[src/rtl/uisp_pkg.sv]
// Types, codes and the per-opcode field plan of the cleanup program parser.
// No dependencies.
package uisp_pkg;

  localparam logic [4:0] OPC_MASK_W = 5'h1f;
  localparam logic [4:0] OPC_CONT   = 5'd1;
  localparam logic [4:0] OPC_TABLE  = 5'd15;
  localparam int unsigned PLAN_STEPS = 7;

  // Parser phase, one-hot.
  typedef enum logic [3:0] {
    PH_OPCODE      = 4'b0001,
    PH_FIELD_START = 4'b0010,
    PH_FIELD_MORE  = 4'b0100,
    PH_HALTED      = 4'b1000
  } phase_e;

  typedef enum logic [2:0] {
    F_END = 3'd0,
    F_VAL = 3'd1,
    F_SK1 = 3'd2,
    F_SK4 = 3'd3,
    F_TAB = 3'd4
  } field_e;

  typedef enum logic [1:0] {
    KIND_DONE    = 2'd0,
    KIND_CONT    = 2'd1,
    KIND_END     = 2'd2,
    KIND_UNKNOWN = 2'd3
  } kind_e;

  typedef field_e [0:PLAN_STEPS-1] plan_row_t;

  localparam plan_row_t EMPTY_ROW = '{default: F_END};

  localparam plan_row_t FIELD_PLAN [0:31] = '{
    EMPTY_ROW,
    '{F_VAL, F_END, F_END, F_END, F_END, F_END, F_END},
    '{F_VAL, F_SK4, F_END, F_END, F_END, F_END, F_END},
    '{F_VAL, F_VAL, F_SK4, F_END, F_END, F_END, F_END},
    '{F_VAL, F_SK4, F_END, F_END, F_END, F_END, F_END},
    '{F_VAL, F_VAL, F_VAL, F_SK4, F_END, F_END, F_END},
    '{F_VAL, F_VAL, F_SK4, F_END, F_END, F_END, F_END},
    '{F_VAL, F_VAL, F_SK4, F_END, F_END, F_END, F_END},
    '{F_VAL, F_VAL, F_VAL, F_SK4, F_END, F_END, F_END},
    '{F_VAL, F_VAL, F_VAL, F_VAL, F_SK4, F_END, F_END},
    '{F_VAL, F_SK4, F_END, F_END, F_END, F_END, F_END},
    '{F_VAL, F_VAL, F_SK4, F_END, F_END, F_END, F_END},
    '{F_SK4, F_VAL, F_VAL, F_SK4, F_END, F_END, F_END},
    '{F_VAL, F_SK4, F_END, F_END, F_END, F_END, F_END},
    EMPTY_ROW,
    '{F_VAL, F_VAL, F_VAL, F_TAB, F_END, F_END, F_END},
    '{F_VAL, F_VAL, F_SK4, F_VAL, F_SK4, F_END, F_END},
    '{F_VAL, F_VAL, F_SK1, F_VAL, F_VAL, F_SK4, F_END},
    '{F_VAL, F_SK1, F_VAL, F_VAL, F_SK4, F_END, F_END},
    '{F_VAL, F_SK4, F_END, F_END, F_END, F_END, F_END},
    EMPTY_ROW, EMPTY_ROW, EMPTY_ROW, EMPTY_ROW, EMPTY_ROW, EMPTY_ROW,
    EMPTY_ROW, EMPTY_ROW, EMPTY_ROW, EMPTY_ROW, EMPTY_ROW, EMPTY_ROW
  };

  typedef struct packed {
    phase_e      phase;
    logic [4:0]  op;
    logic [2:0]  step;
    logic [1:0]  vbl;
    logic [31:0] skip;
    logic [31:0] acc;
    logic [31:0] tcount;
    logic [31:0] bcount;
  } state_t;

  typedef struct packed {
    kind_e       kind;
    logic [4:0]  opcode;
    logic [31:0] length;
    logic [31:0] disp;
  } result_t;

  function automatic field_e plan_at(logic [4:0] op, logic [2:0] step);
    field_e f;
    plan_row_t row;
    row = FIELD_PLAN[op];
    if (step > 3'(PLAN_STEPS - 1)) begin
      f = F_END;
    end else begin
      f = row[step];
    end
    return f;
  endfunction

endpackage

[src/rtl/uisp_step.sv]
// Per-byte next-state and result logic of the cleanup program parser.
// Depends on uisp_pkg.
module uisp_step (
  input  uisp_pkg::state_t  st_i,
  input  logic [7:0]        byte_i,
  input  logic              restart_i,
  output uisp_pkg::state_t  st_o,
  output logic              emit_o,
  output uisp_pkg::result_t res_o
);

  uisp_pkg::phase_e ph;
  uisp_pkg::field_e f;
  logic [2:0]  step_n;
  logic [31:0] top;
  logic [31:0] sext;
  logic        done;
  logic        cont;

  always_comb begin
    st_o   = st_i;
    emit_o = 1'b0;
    res_o  = '{kind: uisp_pkg::KIND_DONE, opcode: '0, length: '0, disp: '0};
    done   = 1'b0;
    top    = '0;
    sext   = '0;
    step_n = st_i.step + 3'd1;
    cont   = (st_i.op == uisp_pkg::OPC_CONT);
    f      = uisp_pkg::plan_at(st_i.op, st_i.step);
    ph     = restart_i ? uisp_pkg::PH_OPCODE : st_i.phase;
    st_o.phase = ph;

    case (ph)
      uisp_pkg::PH_OPCODE: begin
        st_o.op     = byte_i[4:0] & uisp_pkg::OPC_MASK_W;
        st_o.step   = '0;
        st_o.vbl    = '0;
        st_o.skip   = '0;
        st_o.acc    = '0;
        st_o.bcount = 32'd1;
        res_o.opcode = byte_i[4:0];
        res_o.length = 32'd1;
        if (byte_i[7]) begin
          emit_o     = 1'b1;
          res_o.kind = uisp_pkg::KIND_END;
        end else if (uisp_pkg::plan_at(byte_i[4:0], 3'd0) == uisp_pkg::F_END) begin
          emit_o     = 1'b1;
          res_o.kind = uisp_pkg::KIND_UNKNOWN;
          st_o.phase = uisp_pkg::PH_HALTED;
        end else begin
          st_o.phase = uisp_pkg::PH_FIELD_START;
        end
      end
      uisp_pkg::PH_FIELD_START, uisp_pkg::PH_FIELD_MORE: begin
        if (st_i.bcount != '1) begin
          st_o.bcount = st_i.bcount + 32'd1;
        end
        if (ph == uisp_pkg::PH_FIELD_START) begin
          if (f == uisp_pkg::F_VAL) begin
            // Compact value: length from the low bits of the first byte.
            if (!byte_i[0]) begin
              top      = {25'd0, byte_i[7:1]};
              sext     = 32'hffff_ff80;
              st_o.vbl = 2'd0;
            end else if (!byte_i[1]) begin
              top      = {26'd0, byte_i[7:2]};
              sext     = 32'hffff_ffc0;
              st_o.vbl = 2'd1;
            end else begin
              top      = {27'd0, byte_i[7:3]};
              sext     = 32'hffff_ffe0;
              st_o.vbl = byte_i[2] ? 2'd3 : 2'd2;
            end
            st_o.acc = (cont && byte_i[7]) ? (top | sext) : top;
            done     = (st_o.vbl == 2'd0);
          end else begin
            case (f)
              uisp_pkg::F_SK1: st_o.skip = '0;
              uisp_pkg::F_TAB: st_o.skip = {st_i.tcount[29:0], 2'b00} + 32'd3;
              default:         st_o.skip = 32'd3;
            endcase
            done = (st_o.skip == '0);
          end
          if (!done) begin
            st_o.phase = uisp_pkg::PH_FIELD_MORE;
          end
        end else begin
          if (f == uisp_pkg::F_VAL) begin
            st_o.acc = {st_i.acc[23:0], byte_i};
            st_o.vbl = st_i.vbl - 2'd1;
            done     = (st_o.vbl == 2'd0);
          end else begin
            st_o.skip = st_i.skip - 32'd1;
            done      = (st_o.skip == '0);
          end
        end
        if (done) begin
          if (f == uisp_pkg::F_VAL && st_i.op == uisp_pkg::OPC_TABLE && st_i.step == 3'd0) begin
            st_o.tcount = st_o.acc;
          end
          st_o.step = step_n;
          if (uisp_pkg::plan_at(st_i.op, step_n) != uisp_pkg::F_END) begin
            st_o.phase = uisp_pkg::PH_FIELD_START;
          end else begin
            st_o.phase   = uisp_pkg::PH_OPCODE;
            emit_o       = 1'b1;
            res_o.kind   = cont ? uisp_pkg::KIND_CONT : uisp_pkg::KIND_DONE;
            res_o.opcode = st_i.op;
            res_o.length = st_o.bcount;
            res_o.disp   = cont ? st_o.acc : '0;
          end
        end
      end
      default: begin
        // halted: bytes are dropped until restart
      end
    endcase
  end

endmodule

[src/rtl/unwind_instruction_stream_parser_top.sv]
// Top level of the cleanup program parser: input register, parser state, result register.
// Depends on uisp_pkg and uisp_step.

// Takes one byte of a compact cleanup program per transaction and reports each instruction
// boundary: kind (done, continuation, end of program, unknown opcode), opcode, length in bytes
// including the opcode byte (saturating at 32 bits) and, for continuation records, the signed
// decoded displacement. A byte with restart set starts a new instruction and drops any
// unfinished one; after an unknown opcode the parser drops every byte until a restart.
// Throughput is one byte per clock while the result register has room: the byte lands in
// an input register, and one pass of the per-byte step logic then updates the small parser
// counters and, when an instruction completes, loads the result register. out_valid_o
// therefore comes from the result register, which sits behind the input register that takes
// the byte that completes the instruction. While a finished result waits for out_ready_i,
// the input register still takes one more byte; in_ready_o then stays low until the result
// register drains, and a drain lets a new byte in at the same edge.
module unwind_instruction_stream_parser_top (
  input  logic               clk_i,
  input  logic               rst_ni,
  input  logic               in_valid_i,
  output logic               in_ready_o,
  input  logic [7:0]         in_byte_i,
  input  logic               restart_i,
  output logic               out_valid_o,
  input  logic               out_ready_i,
  output logic [1:0]         kind_o,
  output logic [4:0]         opcode_o,
  output logic [31:0]        length_o,
  output logic signed [31:0] displacement_o
);

  // input stage
  logic       in_vld_q, in_vld_d;
  logic [7:0] byte_q;
  logic       restart_q;

  // parser state and result stage
  uisp_pkg::state_t  st_q, st_d;
  uisp_pkg::state_t  st_step;
  uisp_pkg::result_t res_q, res_step;
  logic              out_vld_q, out_vld_d;
  logic              emit;
  logic              proc_go;

  // The step runs when a byte is held and the result register has room.
  assign proc_go    = in_vld_q && (!out_vld_q || out_ready_i);
  assign in_ready_o = !in_vld_q || proc_go;

  uisp_step u_step (
    .st_i      (st_q),
    .byte_i    (byte_q),
    .restart_i (restart_q),
    .st_o      (st_step),
    .emit_o    (emit),
    .res_o     (res_step)
  );

  always_comb begin
    in_vld_d = in_vld_q;
    if (in_valid_i && in_ready_o) begin
      in_vld_d = 1'b1;
    end else if (proc_go) begin
      in_vld_d = 1'b0;
    end
  end

  assign st_d = proc_go ? st_step : st_q;

  always_comb begin
    out_vld_d = out_vld_q;
    if (proc_go && emit) begin
      out_vld_d = 1'b1;
    end else if (out_ready_i) begin
      out_vld_d = 1'b0;
    end
  end

  always_ff @(posedge clk_i or negedge rst_ni) begin
    if (!rst_ni) begin
      in_vld_q  <= 1'b0;
      out_vld_q <= 1'b0;
      st_q      <= '{phase: uisp_pkg::PH_OPCODE, op: '0, step: '0, vbl: '0,
                     skip: '0, acc: '0, tcount: '0, bcount: '0};
    end else begin
      in_vld_q  <= in_vld_d;
      out_vld_q <= out_vld_d;
      st_q      <= st_d;
    end
  end

  // payload registers, no reset
  always_ff @(posedge clk_i) begin
    if (in_valid_i && in_ready_o) begin
      byte_q    <= in_byte_i;
      restart_q <= restart_i;
    end
    if (proc_go && emit) begin
      res_q <= res_step;
    end
  end

  assign out_valid_o    = out_vld_q;
  assign kind_o         = res_q.kind;
  assign opcode_o       = res_q.opcode;
  assign length_o       = res_q.length;
  assign displacement_o = $signed(res_q.disp);

endmodule

[config.mk]
export PLATFORM = sky130hd
export DESIGN_NAME = unwind_instruction_stream_parser_top
export DESIGN_NICKNAME = d
export VERILOG_FILES = /design/src/rtl/uisp_pkg.sv /design/src/rtl/uisp_step.sv /design/src/rtl/unwind_instruction_stream_parser_top.sv
export SDC_FILE = /design/constraint.sdc
export NUM_CORES = 1
export LEC_CHECK = 0
export ABC_AREA = 0
export BUFFER_PORTS_ARGS = -buffer_cell sky130_fd_sc_hd__buf_2
export CORE_ASPECT_RATIO = 1.4
export CORE_MARGIN = 1.5
export CORE_UTILIZATION = 35
export CTS_CLUSTER_DIAMETER = 150
export DETAILED_ROUTE_END_ITERATION = 12
export HOLD_SLACK_MARGIN = 0.08
export SYNTH_ARGS = -nofsm -noshare
export SYNTH_HDL_FRONTEND = slang
export SYNTH_HIERARCHICAL = 1
export SYNTH_SLANG_ARGS = --single-unit
[constraint.sdc]
create_clock -name clk_i -period 6.5 [get_ports clk_i]
set_input_delay 0 -clock clk_i [delete_from_list [all_inputs] [get_ports clk_i]]
set_output_delay 0 -clock clk_i [all_outputs]
set_load 0.02 [all_outputs]
==> impl_metrics.csv <==
group,metric,value,unit
pwr,power.density,468,mW/mm^2
synthesis,yosysWarnings,6,
cts,ctsRootBufferMaster,"clkbuf_16",
critical_path,crit_fanout,38,
die,die_x,170,microns
die,ios,86,
pwr,p_int,3.93,mW
critical_path,criticalPathCategory,"reg2reg",
finish,drive_gt1_share,21.0,%
die,die_area,0.0404,sq mm
run_status,status,"finished, final reports clean",
finish,fin_nets,1463,
timing,skew,0.0299,ns
critical_path,required,6.68,ns
placement,dp_slack,1.81,ns
timing,setup_viol,0,
pwr,power_frac_clock,19.9,%
synthesis,avgSynthCellArea,9.79,sq um
finish,postLayoutCellArea,0.0154,sq mm
critical_path,reg2regPathDepth,14,
timing,fin_crit_sh,73.0,%
pwr,ir_worst_vdd,293,uV
finish,n_antenna_cell,0,
critical_path,startpoint_type,"flop",
placement,gp_congestion,0.886,
finish,final_cells,1977,
pwr,seq_power_share,27.1,%
finish,area_delta_synth_final,12.4,%
placement,dpl.cell_count,1919,
global_routing,overflow,0,
global_routing,grtUsageTotal,18.9,%
finish,seq_area,0.00596,sq mm
global_routing,grt_max_degree,104,
critical_path,setup.worst_path.end_class,"flop",
critical_path,r2r_start,"st_q[96]",
die,core.rowCount,85,
timing,finalHoldViolations,0,
route,drt-pass1-iter-count,5,
global_routing,grt_pass1_wl,60.2,mm
cts,cts_tree,"done",
route,routed_via_density,5.50,
finish,multiInputGateArea,0.00713,sq mm
synthesis,synthesis.nets,1428,
route,drc,0,
timing,setup_tns,0,ns
timing,fmax,211,MHz
pwr,leakage,6.51,nW
cts,clk_pin_slew,0.06,ns
cts,cts_setup_buffers,0,
min_path,worstHoldPathType,"in2async",
finish,fin_util,40.0,%
run,max_cap_violations,0,
cts,clkSinkCount,222,
timing,tightest_slew,1.03,ns
placement,numPortBuffers,85,
pwr,switching_power,3.30,mW
cts,cts-buffers-inserted,25,
global_routing,antenna_found_initial,0,
timing,rsz0062_at_grt,"false",
synthesis,syn_inst,1402,
cts,clkLatencyLatePin,0.55,ns
critical_path,r2r-end,"length_o[21]",
route,wirelength,38.0,mm
die,core-area,0.0386,sq mm
critical_path,rrSetupSlack,1.75,ns
placement,dp_hpwl,24.2,mm
timing,setup_slack,1.75,ns
route,final_antenna_net_count,0,
synthesis,synth_area,0.0137,sq mm
die,initial_utilization,35.5,%
cts,cts_buffer_depth,3,
timing,relSlewSlack,31.2,%
global_routing,grt_pass1_vias,10800,
route,dr_total_vias,10900,
critical_path,worstPathArrival,4.93,ns
route,drtIter0Drc,739,
cts,h-tree-depth,1,
pwr,swShare,45.6,%
pwr,combPwrFrac,53.0,%
timing,fin_crit,4.75,ns
timing,maxSlewViolCount,0,
die,fp.dieH,237,microns
route,post_drt_wl_per_cell,19.2,microns
placement,dpl_cell_area,0.0145,sq mm
finish,fill_cells,3773,
[worst max path at each step]
stage / start / cells after the start / slack (ns) / end
2_1_floorplan: st_q[96] / 14 / 0.98 / displacement_o[0]
3_3_place_gp: st_q[96] / 14 / 1.95 / displacement_o[9]
3_5_place_dp: st_q[96] / 14 / 1.81 / displacement_o[3]
4_1_cts: st_q[96] / 14 / 1.76 / length_o[21]
5_1_grt: st_q[96] / 14 / 1.37 / length_o[21]
6_report: st_q[96] / 14 / 1.75 / length_o[21]
[timing repair]
action | in CTS | in global routing
endpoints found under the hold margin | 95 | 0
hold buffers | 13 | 0
gates resized for setup | 0 | 0
[per-stage QoR]
| step | hold slack, ns | power [mW] |
|---|---|---|
| floorplan | -0.296 | 4.75 |
| global placement | 0.166 | 5.71 |
| detailed placement | 0.168 | 5.74 |
| CTS | 0.158 | 7.22 |
| global route | 0.172 | 7.75 |
| finish | 0.154 | 7.22 |
[cell usage in the layout (no fill, tap or decap), drive strengths merged, types with 8 or more instances in the layout]
| cell | instances |
|---|---|
| mux2 | 144 |
| edfxtp | 80 |
| o21ai | 158 |
| nor2 | 144 |
| mux2i | 33 |
| dlygate4sd3 | 13 |
| clkbuf | 33 |
| buf | 100 |
| o31ai | 24 |
| a22o | 14 |
| nor4 | 18 |
| ha | 13 |
| or4 | 11 |
| inv | 51 |
| dfrtp | 141 |
| a22oi | 14 |
| nor3 | 25 |
| nand4 | 11 |
| xor2 | 20 |
| nand3 | 25 |
| xnor2 | 22 |
| a21oi | 69 |
| a31oi | 14 |
| and3 | 16 |
| nand2 | 125 |
| and2 | 8 |
[flip-flops by register name, summed over array words and instances, names as in the netlist]
signal          count
kind_o              2
opcode_o            5
st_q              140
in_vld_q            1
out_valid_o         1
length_o           32
displacement_o     32
restart_q           1
byte_q              8
[power groups by stage]
stage	Combinational, mW	Clock (mW)	Sequential, mW
6_report	3.83	1.44	1.96
5_1_grt	4.22	1.53	2.00
4_1_cts	3.78	1.48	1.96
3_5_place_dp	3.76	0	1.98
3_3_place_gp	3.74	0	1.97
2_1_floorplan	2.81	0	1.94
[final cells by class]
cell class / instances / share of cell area [%]
clock inverter: 12 / 0.819
sequential: 222 / 38.6
clock buffer: 33 / 4.51
multi-input combinational: 1025 / 46.2
inverter: 50 / 1.22
tap: 522 / 4.23
timing repair buffer: 113 / 4.37
[critical path, stage by stage, from the launching register on]
cell and delay (ns):
dfrtp_1 0.47, inv_1 0.09, ha_1 0.22, or3b_2 0.60, or4_4 0.54, o31a_1 0.28
nor4_1 0.38, o2111ai_1 0.25, o21bai_4 0.28, nand3_1 0.11, buf_4 0.30, o21ai_0 0.15
nand2_1 0.13, nor2_4 0.10, buf_4 0.42
[layer usage]
| layer | part of all wire [%] | routed length [microns] | track usage [%] | vias to the layer above |
|---|---|---|---|---|
| met3 | 3.6 | 1360 | 2.20 | 80 |
| li1 | - | - | - | 5148 |
| met5 | 0 | 0 | 0 | - |
| met1 | 42 | 15900 | 22.9 | 5377 |
| met2 | 50 | 18800 | 32.6 | 265 |
| met4 | 5.0 | 1900 | 10.0 | 0 |
Power figures use the tool's default switching activity.
